==> config.mk <==
export PLATFORM = sky130hd
export DESIGN_NAME = multi_client_heartbeat_watchdog_core
export DESIGN_NICKNAME = d
export VERILOG_FILES = /design/src/design/mchw_pkg.sv /design/src/design/mchw_cell.sv /design/src/design/multi_client_heartbeat_watchdog_core.sv
export SDC_FILE = /design/constraint.sdc
export NUM_CORES = 2
export LEC_CHECK = 0
export BUFFER_PORTS_ARGS = -buffer_cell sky130_fd_sc_hd__buf_4
export CORE_MARGIN = 3
export CORE_UTILIZATION = 50
export DETAILED_ROUTE_END_ITERATION = 16
export PLACE_DENSITY = 0.65
export SYNTH_ARGS = -nofsm -noshare
export SYNTH_HDL_FRONTEND = slang
export SYNTH_SLANG_ARGS = --single-unit
export TNS_END_PERCENT = 20
==> constraint.sdc <==
create_clock -name clk -period 8.3 [get_ports clk]
set_clock_uncertainty 0.05 [all_clocks]
set_input_delay 1.66 -clock clk [delete_from_list [all_inputs] [get_ports clk]]
set_output_delay 1.66 -clock clk [all_outputs]
set_load 0.02 [all_outputs]
==> src/design/mchw_pkg.sv <==
// Package for the heartbeat watchdog: payload types, codes and chain request type.
`default_nettype none
package mchw_pkg;

	localparam int MAX_CLIENTS = 8;
	localparam int IDX_W = (MAX_CLIENTS > 1) ? $clog2(MAX_CLIENTS) : 1;
	localparam int CNT_W = $clog2(MAX_CLIENTS + 1);

	localparam logic [15:0] CHECK_INTERVAL_RST = 16'd1000;
	localparam logic [19:0] TIMEOUT_RST = 20'd5000;

	typedef enum logic [1:0] {
		CMD_REGISTER  = 2'd0,
		CMD_HEARTBEAT = 2'd1,
		CMD_TICK      = 2'd2
	} cmd_e_t;

	typedef enum logic [1:0] {
		ST_OK        = 2'd0,
		ST_FULL      = 2'd1,
		ST_NOT_FOUND = 2'd2
	} status_e_t;

	typedef enum logic [0:0] {
		CFG_CHECK_INTERVAL = 1'd0,
		CFG_TIMEOUT        = 1'd1
	} cfg_e_t;

	typedef enum logic [2:0] {
		OP_NOP   = 3'd0,
		OP_REG   = 3'd1,
		OP_FULL  = 3'd2,
		OP_HB    = 3'd3,
		OP_CHECK = 3'd4
	} op_e_t;

	typedef enum logic [1:0] {
		S_IDLE = 2'd0,
		S_RUN  = 2'd1,
		S_HOLD = 2'd2
	} state_e_t;

	typedef struct packed {
		logic [1:0] command;
		logic [7:0] client_id;
	} in_t;

	typedef struct packed {
		logic [1:0] status;
		logic [2:0] slot;
		logic       check_done;
		logic       feed;
		logic       missed_event;
		logic       first_failed_valid;
		logic [2:0] first_failed_slot;
	} out_t;

	// request walking the cell row, accumulating its answer on the way
	typedef struct packed {
		op_e_t            op;
		logic [7:0]       id;
		logic [31:0]      now;
		logic [19:0]      timeout;
		logic [CNT_W-1:0] count;
		logic             hit;
		logic [IDX_W-1:0] hit_slot;
		logic             all_ok;
		logic             ff_valid;
		logic [IDX_W-1:0] ff_slot;
	} req_t;

	function automatic logic [2:0] slot3(input logic [IDX_W-1:0] v);
		return 3'(v);
	endfunction

endpackage
`default_nettype wire

==> src/design/mchw_cell.sv <==
// One client slot of the watchdog table; acts on the passing request and hands it on.
`default_nettype none
module mchw_cell (
	input  wire logic                        clk,
	input  wire logic                        arst_n,
	input  wire logic [mchw_pkg::IDX_W-1:0]  idx,
	input  wire logic                        in_valid,
	input  wire mchw_pkg::req_t              in_req,
	output logic                             out_valid,
	output mchw_pkg::req_t                   out_req
);
	import mchw_pkg::*;

	logic [7:0]  id_q;
	logic [31:0] time_q;
	logic        alive_q;
	logic        valid_q;
	req_t        req_q;

	req_t        nxt;
	logic        wr_new;
	logic        wr_beat;
	logic        kill;
	logic        in_range;
	logic [31:0] elapsed;

	always_comb begin
		nxt = in_req;
		wr_new = 1'b0;
		wr_beat = 1'b0;
		kill = 1'b0;
		in_range = CNT_W'(idx) < in_req.count;
		elapsed = in_req.now - time_q;
		case (in_req.op)
			OP_REG: begin
				wr_new = CNT_W'(idx) == in_req.count;
			end
			OP_HB: begin
				if (in_range && !in_req.hit && id_q == in_req.id) begin
					wr_beat = 1'b1;
					nxt.hit = 1'b1;
					nxt.hit_slot = idx;
				end
			end
			OP_CHECK: begin
				if (in_range && elapsed > 32'(in_req.timeout)) begin
					nxt.all_ok = 1'b0;
					if (alive_q) begin
						kill = 1'b1;
						if (!in_req.ff_valid) begin
							nxt.ff_valid = 1'b1;
							nxt.ff_slot = idx;
						end
					end
				end
			end
			default: begin
			end
		endcase
	end

	always_ff @(posedge clk or negedge arst_n) begin
		if (!arst_n) begin
			alive_q <= 1'b0;
			valid_q <= 1'b0;
		end else begin
			valid_q <= in_valid;
			if (in_valid && (wr_new || wr_beat)) begin
				alive_q <= 1'b1;
			end else if (in_valid && kill) begin
				alive_q <= 1'b0;
			end
		end
	end

	always_ff @(posedge clk) begin
		if (in_valid) begin
			req_q <= nxt;
			if (wr_new) begin
				id_q <= in_req.id;
			end
			if (wr_new || wr_beat) begin
				time_q <= in_req.now;
			end
		end
	end

	assign out_valid = valid_q;
	assign out_req = req_q;

endmodule
`default_nettype wire

==> src/design/multi_client_heartbeat_watchdog_core.sv <==
// Top level of the multi-client heartbeat watchdog: command intake, cell row, result register.
//
//  channel   direction  handshake             payload
//  cmd       in         cmd_valid/cmd_stall   cmd (command, client_id)
//  rsp       out        rsp_valid/rsp_stall   rsp (status, slot, check results)
//  cfg       in         cfg_we                cfg_index, cfg_wdata
//
// A transaction passes one launch register, then the register of each cell of the slot
// row in turn, and then the result register that drives the rsp outputs.
// One transaction is in the row at a time; the next is taken once the result
// sits in the output register, even while rsp is still stalled. A result that
// finds rsp stalled waits in a hold register and cmd stalls until it moves on.
// Reset clears the clock, counters, count and alive flags; slot ids and beat
// times need no clearing.
`default_nettype none
module multi_client_heartbeat_watchdog_core (
	input  wire logic            clk,
	input  wire logic            arst_n,
	input  wire logic            cmd_valid,
	output logic                 cmd_stall,
	input  wire mchw_pkg::in_t   cmd,
	output logic                 rsp_valid,
	input  wire logic            rsp_stall,
	output mchw_pkg::out_t       rsp,
	input  wire logic            cfg_we,
	input  wire logic [0:0]      cfg_index,
	input  wire logic [19:0]     cfg_wdata
);
	import mchw_pkg::*;

	state_e_t         state_q;
	state_e_t         state_d;
	logic [15:0]      interval_q;
	logic [19:0]      timeout_q;
	logic [31:0]      now_q;
	logic [15:0]      icount_q;
	logic [CNT_W-1:0] count_q;
	logic             launch_valid_q;
	req_t             launch_req_q;
	logic             rsp_valid_q;
	out_t             rsp_q;
	out_t             hold_q;

	logic             accept;
	logic             full;
	logic [15:0]      icount_next;
	logic             do_check;
	req_t             lreq;
	out_t             res;
	logic             out_free;
	logic             load_out;
	logic             load_hold;
	logic             from_hold;

	logic             chain_valid [MAX_CLIENTS+1];
	req_t             chain_req   [MAX_CLIENTS+1];
	logic [MAX_CLIENTS:0] valid_vec;

	assign accept = cmd_valid && !cmd_stall;
	assign full = count_q >= CNT_W'(MAX_CLIENTS);
	assign icount_next = icount_q + 16'd1;
	assign do_check = (icount_next >= interval_q) || (interval_q == 16'd0);
	assign out_free = !rsp_valid_q || !rsp_stall;

	always_comb begin
		lreq = '0;
		lreq.id = cmd.client_id;
		lreq.now = now_q;
		lreq.timeout = timeout_q;
		lreq.count = count_q;
		lreq.all_ok = 1'b1;
		case (cmd.command)
			CMD_REGISTER: lreq.op = full ? OP_FULL : OP_REG;
			CMD_HEARTBEAT: lreq.op = OP_HB;
			CMD_TICK: begin
				lreq.now = now_q + 32'd1;
				lreq.op = do_check ? OP_CHECK : OP_NOP;
			end
			default: lreq.op = OP_NOP;
		endcase
	end

	assign chain_valid[0] = launch_valid_q;
	assign chain_req[0] = launch_req_q;

	for (genvar k = 0; k < MAX_CLIENTS; k++) begin : g_cell
		mchw_cell u_cell (
			.clk      (clk),
			.arst_n   (arst_n),
			.idx      (IDX_W'(k)),
			.in_valid (chain_valid[k]),
			.in_req   (chain_req[k]),
			.out_valid(chain_valid[k+1]),
			.out_req  (chain_req[k+1])
		);
	end

	for (genvar k = 0; k <= MAX_CLIENTS; k++) begin : g_vv
		assign valid_vec[k] = chain_valid[k];
	end

	always_comb begin
		req_t t;
		t = chain_req[MAX_CLIENTS];
		res = '0;
		case (t.op)
			OP_REG: begin
				res.status = ST_OK;
				res.slot = 3'(t.count);
			end
			OP_FULL: res.status = ST_FULL;
			OP_HB: begin
				res.status = t.hit ? ST_OK : ST_NOT_FOUND;
				res.slot = t.hit ? slot3(t.hit_slot) : 3'd0;
			end
			OP_CHECK: begin
				res.check_done = 1'b1;
				res.feed = t.all_ok;
				res.missed_event = !t.all_ok;
				res.first_failed_valid = t.ff_valid;
				res.first_failed_slot = t.ff_valid ? slot3(t.ff_slot) : 3'd0;
			end
			default: begin
			end
		endcase
	end

	always_comb begin
		state_d = state_q;
		case (state_q)
			S_IDLE: if (accept) state_d = S_RUN;
			S_RUN: begin
				if (chain_valid[MAX_CLIENTS]) begin
					state_d = out_free ? S_IDLE : S_HOLD;
				end
			end
			S_HOLD: if (out_free) state_d = S_IDLE;
			default: state_d = S_IDLE;
		endcase
	end

	always_comb begin
		cmd_stall = 1'b1;
		load_out = 1'b0;
		load_hold = 1'b0;
		from_hold = 1'b0;
		case (state_q)
			S_IDLE: cmd_stall = 1'b0;
			S_RUN: begin
				load_out = chain_valid[MAX_CLIENTS] && out_free;
				load_hold = chain_valid[MAX_CLIENTS] && !out_free;
			end
			S_HOLD: begin
				load_out = out_free;
				from_hold = 1'b1;
			end
			default: begin
			end
		endcase
	end

	always_ff @(posedge clk or negedge arst_n) begin
		if (!arst_n) begin
			state_q <= S_IDLE;
			interval_q <= CHECK_INTERVAL_RST;
			timeout_q <= TIMEOUT_RST;
			now_q <= '0;
			icount_q <= '0;
			count_q <= '0;
			launch_valid_q <= 1'b0;
			rsp_valid_q <= 1'b0;
		end else begin
			state_q <= state_d;
			launch_valid_q <= accept;
			if (cfg_we) begin
				case (cfg_index)
					CFG_CHECK_INTERVAL: interval_q <= cfg_wdata[15:0];
					CFG_TIMEOUT: timeout_q <= cfg_wdata;
					default: begin
					end
				endcase
			end
			if (accept) begin
				if (cmd.command == CMD_REGISTER && !full) begin
					count_q <= count_q + CNT_W'(1);
				end
				if (cmd.command == CMD_TICK) begin
					now_q <= now_q + 32'd1;
					icount_q <= do_check ? 16'd0 : icount_next;
				end
			end
			if (load_out) begin
				rsp_valid_q <= 1'b1;
			end else if (!rsp_stall) begin
				rsp_valid_q <= 1'b0;
			end
		end
	end

	always_ff @(posedge clk) begin
		if (accept) begin
			launch_req_q <= lreq;
		end
		if (load_hold) begin
			hold_q <= res;
		end
		if (load_out) begin
			rsp_q <= from_hold ? hold_q : res;
		end
	end

	assign rsp_valid = rsp_valid_q;
	assign rsp = rsp_q;

	a_count_range: assert property (@(posedge clk) disable iff (!arst_n)
		count_q <= CNT_W'(MAX_CLIENTS))
		else $error("client count beyond table size");

	a_single_flight: assert property (@(posedge clk) disable iff (!arst_n)
		$onehot0(valid_vec))
		else $error("more than one transaction in the cell row");

	a_tail_in_run: assert property (@(posedge clk) disable iff (!arst_n)
		chain_valid[MAX_CLIENTS] |-> state_q == S_RUN)
		else $error("row result outside run state");

	a_accept_launch: assert property (@(posedge clk) disable iff (!arst_n)
		accept |=> launch_valid_q && state_q == S_RUN)
		else $error("accepted transaction not launched");

	a_full_status: assert property (@(posedge clk) disable iff (!arst_n)
		rsp_valid && rsp.status == ST_FULL |-> count_q == CNT_W'(MAX_CLIENTS))
		else $error("table full reported with free slots");

endmodule
`default_nettype wire

==> reports/summary.txt <==
OUTCOME
------------------------------------------------------------------------------------------------------
Status                                                                                    complete, no violations

DIE
------------------------------------------------------------------------------------------------------
FP Rows                                                                                            121
Starting density of the core                                                                     0.505
Core outline area                                                                           109000 µm²
Die width                                                                                       338 µm
I/O pin count                                                                                       50
Die boundary height                                                                             338 µm
Floorplan die area                                                                          114000 µm²

CLOCKING
------------------------------------------------------------------------------------------------------
TritonCTS clock tree                                                                               yes
Cell chosen for the clock root                                                               clkbuf_16
Cts hold-fix bufs                                                                                    0
Worst-Skew Late Latency                                                                        0.71 ns
Total clock buffers created by CTS                                                                 110
Count of buffers added by post-CTS timing repair for setup                                           0
Clk sink count                                                                                    1052
Clock transition at the register clock pins on the worst setup and hold paths after CTS        0.06 ns
Number of resized instances in the post-cts repair step                                              0
CTS H-tree lvls                                                                                      3
CTS max path bufs                                                                                    3

STA
------------------------------------------------------------------------------------------------------
Setup-failing EPs final                                                                              0
Top achievable clock speed                                                                     163 MHz
Relative slew slack                                                                              0.192
Final number of hold-violating endpoints                                                             0
Worst Tran Pin Value                                                                           1.18 ns
Fraction of the cycle the final worst path needs                                                 0.740
Number of pins exceeding their max-slew limit in the final report                                    0
Fin Setup TNS                                                                                     0 ns
Fin Hold WS                                                                                   0.390 ns
Unrepaired setup endpoints after global routing                                                  false
Minimum clock period after layout                                                              6.14 ns

ROUTING
------------------------------------------------------------------------------------------------------
Mean routed wirelength per cell                                                                18.1 µm
Violation count after the first detailed-route iteration                                          1766
First-pass DRT Iterations                                                                            5
Total number of vias                                                                             35000
Final antenna-violating net count                                                                    0
Total routed wirelength                                                                      115000 µm
DRC                                                                                                  0
Via density per instance                                                                          5.50

YOSYS
------------------------------------------------------------------------------------------------------
Synth area leaders                                                                        edfxtp_1 51%, ha_1 9.8%, dfrtp_1 4.4%, inv_1 3.4%, a21oi_1 2.9%
Most common flop cell mapped by yosys                                                         edfxtp_1
Top cell type's share of synthesized area                                                        0.514
Number of storage elements in the synthesis netlist                                               1052
Synthesized netlist cell count                                                                    4690
EDFF count, synth                                                                                  944
Sequential element share of the synthesized area                                                 0.564
Async set or reset register ratio after synthesis                                                0.103
Post-synth design cell area                                                                  55100 µm²
Warnings, synthesis                                                                                  0
Number of distinct library cells after synthesis                                                    89
Net count after synthesis                                                                         5165
Dominant cell type by area after synthesis                                                    edfxtp_1
Post-synthesis average cell area                                                              11.8 µm²

CELLS AND AREA
------------------------------------------------------------------------------------------------------
Post-route cell area                                                                         60900 µm²
Antenna Diode Count                                                                                  0
Net total in the final layout                                                                     5262
Share of final-layout standard cells stronger than drive strength 1                             0.0719
Layout Area Growth over Synthesis                                                                10.5%

MIN PATH
------------------------------------------------------------------------------------------------------
Min-Delay Path Class                                                                        reg -> reg

SETUP PATH
------------------------------------------------------------------------------------------------------
Highest-delay cell along the critical path                                                    a311oi_1
Nature of the critical path startpoint                                                       flip-flop
Reg2reg setup slack                                                                            2.16 ns
Worst-path fanout max                                                                                4
Worst setup EP type                                                                          flip-flop
Data required time of the critical path                                                        8.69 ns
CP arrival                                                                                     6.53 ns
Slowest Stage Delay on Critical Path                                                           0.51 ns
Series of cell instances along the critical path                                          ha_1 -> nor2b_1 -> o31a_1 -> o2111ai_1 -> nand2_1 -> a31oi_1 -> o21ai_0 -> xor2_1 -> ha_1 -> nand4_1 -> or3_1 -> nor3_1 -> nor2_1 -> a311oi_1 -> o31ai_1 -> nor4_1 -> and4b_1 -> nor2_1 -> or3_1
Category of the critical setup timing path                                                  reg -> reg

PLACED DESIGN
------------------------------------------------------------------------------------------------------
PortBufs                                                                                            49
Final RePlAce weighted congestion                                                                0.934
Area of placed instances                                                                     57200 µm²
Detail Placement HPWL                                                                         89200 µm

GLOBAL ROUTE
------------------------------------------------------------------------------------------------------
Number of global-route vias before repair                                                        35200
Total overflow reported by the global router                                                         0
Number of antenna violations at the first check in global routing                                    0
Largest net degree at the start of global routing                                                   74
All-layer global routing usage                                                                   0.203
Wire length of the first global-routing pass                                                 184000 µm

PWR
------------------------------------------------------------------------------------------------------
Ratio of total power to cell area                                                           285 nW/µm²
Leakage                                                                                        24.6 nW
Worst-case vdd ir drop                                                                      0.000182 V
Total design power                                                                            0.0173 W

RUN
------------------------------------------------------------------------------------------------------
Maximum Capacitance Violations                                                                       0

==> report_power, final <==
| group | internal [W] | switching, W | total, W |
|---|---|---|---|
| registers | 0.00706 | 0.000729 | 0.00779 |
| logic | 0.00184 | 0.00279 | 0.00463 |
| clock network | 0.00285 | 0.00204 | 0.00490 |
==> final timing paths <==
path | from | depth (start not counted) | endpoint
setup / recovery | g_cell[5].u_cell.out_req[34]$_DFFE_PP_ | 19 | g_cell[6].u_cell.out_req[2]$_DFFE_PP_
min in group asynchronous | arst_n | 1 | now_q[4]$_DFFE_PN0P_
max in group asynchronous | arst_n | 2 | g_cell[5].u_cell.out_valid$_DFF_PN0_
hold reg to reg | chain_req[617]$_DFFE_PP_ | 0 | g_cell[0].u_cell.out_req[9]$_DFFE_PP_
hold / removal | chain_req[617]$_DFFE_PP_ | 0 | g_cell[0].u_cell.out_req[9]$_DFFE_PP_
setup reg to reg | g_cell[5].u_cell.out_req[34]$_DFFE_PP_ | 19 | g_cell[6].u_cell.out_req[2]$_DFFE_PP_
==> state kept, by name, indices dropped and copies added (netlist names), 12 cells and up <==
| name | flops |
|---|---|
| g_cell.u_cell.out_req | 533 |
| hold_q | 12 |
| g_cell.u_cell.time_q | 256 |
| now_q | 32 |
| g_cell.u_cell.id_q | 64 |
| interval_q | 16 |
| rsp | 12 |
| chain_req | 67 |
| timeout_q | 20 |
| icount_q | 16 |
==> layout make-up <==
| type | count | area (µm²) |
|---|---|---|
| fill | 9137 | 48300 |
| sequential | 1052 | 31100 |
| multi-input combinational | 3047 | 21800 |
| clock buffer | 137 | 2960 |
| inverter | 503 | 1890 |
| tap | 1476 | 1850 |
| clock inverter | 71 | 753 |
| timing repair buffer | 73 | 548 |
==> worst max-delay path: cells and delay by family, from the launching register on <==
family                     cells  cell delay, ns
AOI/OAI and AO/OA              6            2.03
xor gates and xnor gates       1            0.20
adders and majority gates      2            0.65
DFF                            1            0.49
and+or+nand+nor               10            2.48
==> stage by stage <==
stage               setup slack [ns]  cells   util
global route                    1.90   6359  0.558
detailed placement              2.09   6151  0.524
CTS                             2.07   6359  0.558
floorplan                       3.28   4690      -
finish                          2.16   6359  0.558
global placement                2.16   6151  0.524
==> cell families after synthesis <==
logic type,Yosys count,synth area share
muxes,52,0.0102
xor gates and xnor gates,326,0.0518
AOI/OAI and AO/OA,1085,0.128
buffers and inverters,591,0.0411
DFF,1052,0.564
and+or+nand+nor,1145,0.104
adders and majority gates,439,0.101
==> placed cells by master (no fill, tap or decap), types with 105 or more instances in the layout <==
cell	Yosys	final
a21oi_1	321	321
nand2_1	330	330
xor2_1	144	144
o21ai_0	189	189
edfxtp_1	944	944
a21o_1	164	164
nor2_1	218	218
inv_1	503	502
ha_1	431	431
nand4_1	105	105
xnor2_1	182	182
clkbuf_16	0	111
==> layer usage <==
layer  vias up  share of wire  GRT usage
li1      17500              -          -
met5         -              0          0
met2       613           0.51      0.370
met1     16600           0.41      0.240
met4         0          0.044     0.0911
met3       238          0.028     0.0250
==> synth_stat cells, types with 11 or more instances <==
cell	count
edfxtp_1	944
inv_1	503
ha_1	431
nand2_1	330
a21oi_1	321
nor2_1	218
o21ai_0	189
xnor2_1	182
a21o_1	164
xor2_1	144
nand4_1	105
dfrtp_1	97
nand3_1	95
clkbuf_1	80
nor3_1	70
nor2b_1	49
and3_1	46
nand2b_1	45
o21a_1	44
nor4_1	42
a31oi_1	40
a211oi_1	38
o21bai_1	37
mux2_2	34
o211ai_1	32
and2_1	27
or2_2	27
o22ai_1	21
mux2i_1	18
o2111ai_1	17
o31ai_1	17
or3_1	17
a221oi_1	15
a2111oi_0	13
a211o_1	12
or4_1	12
dfstp_2	11
Power figures use the tool's default switching activity.
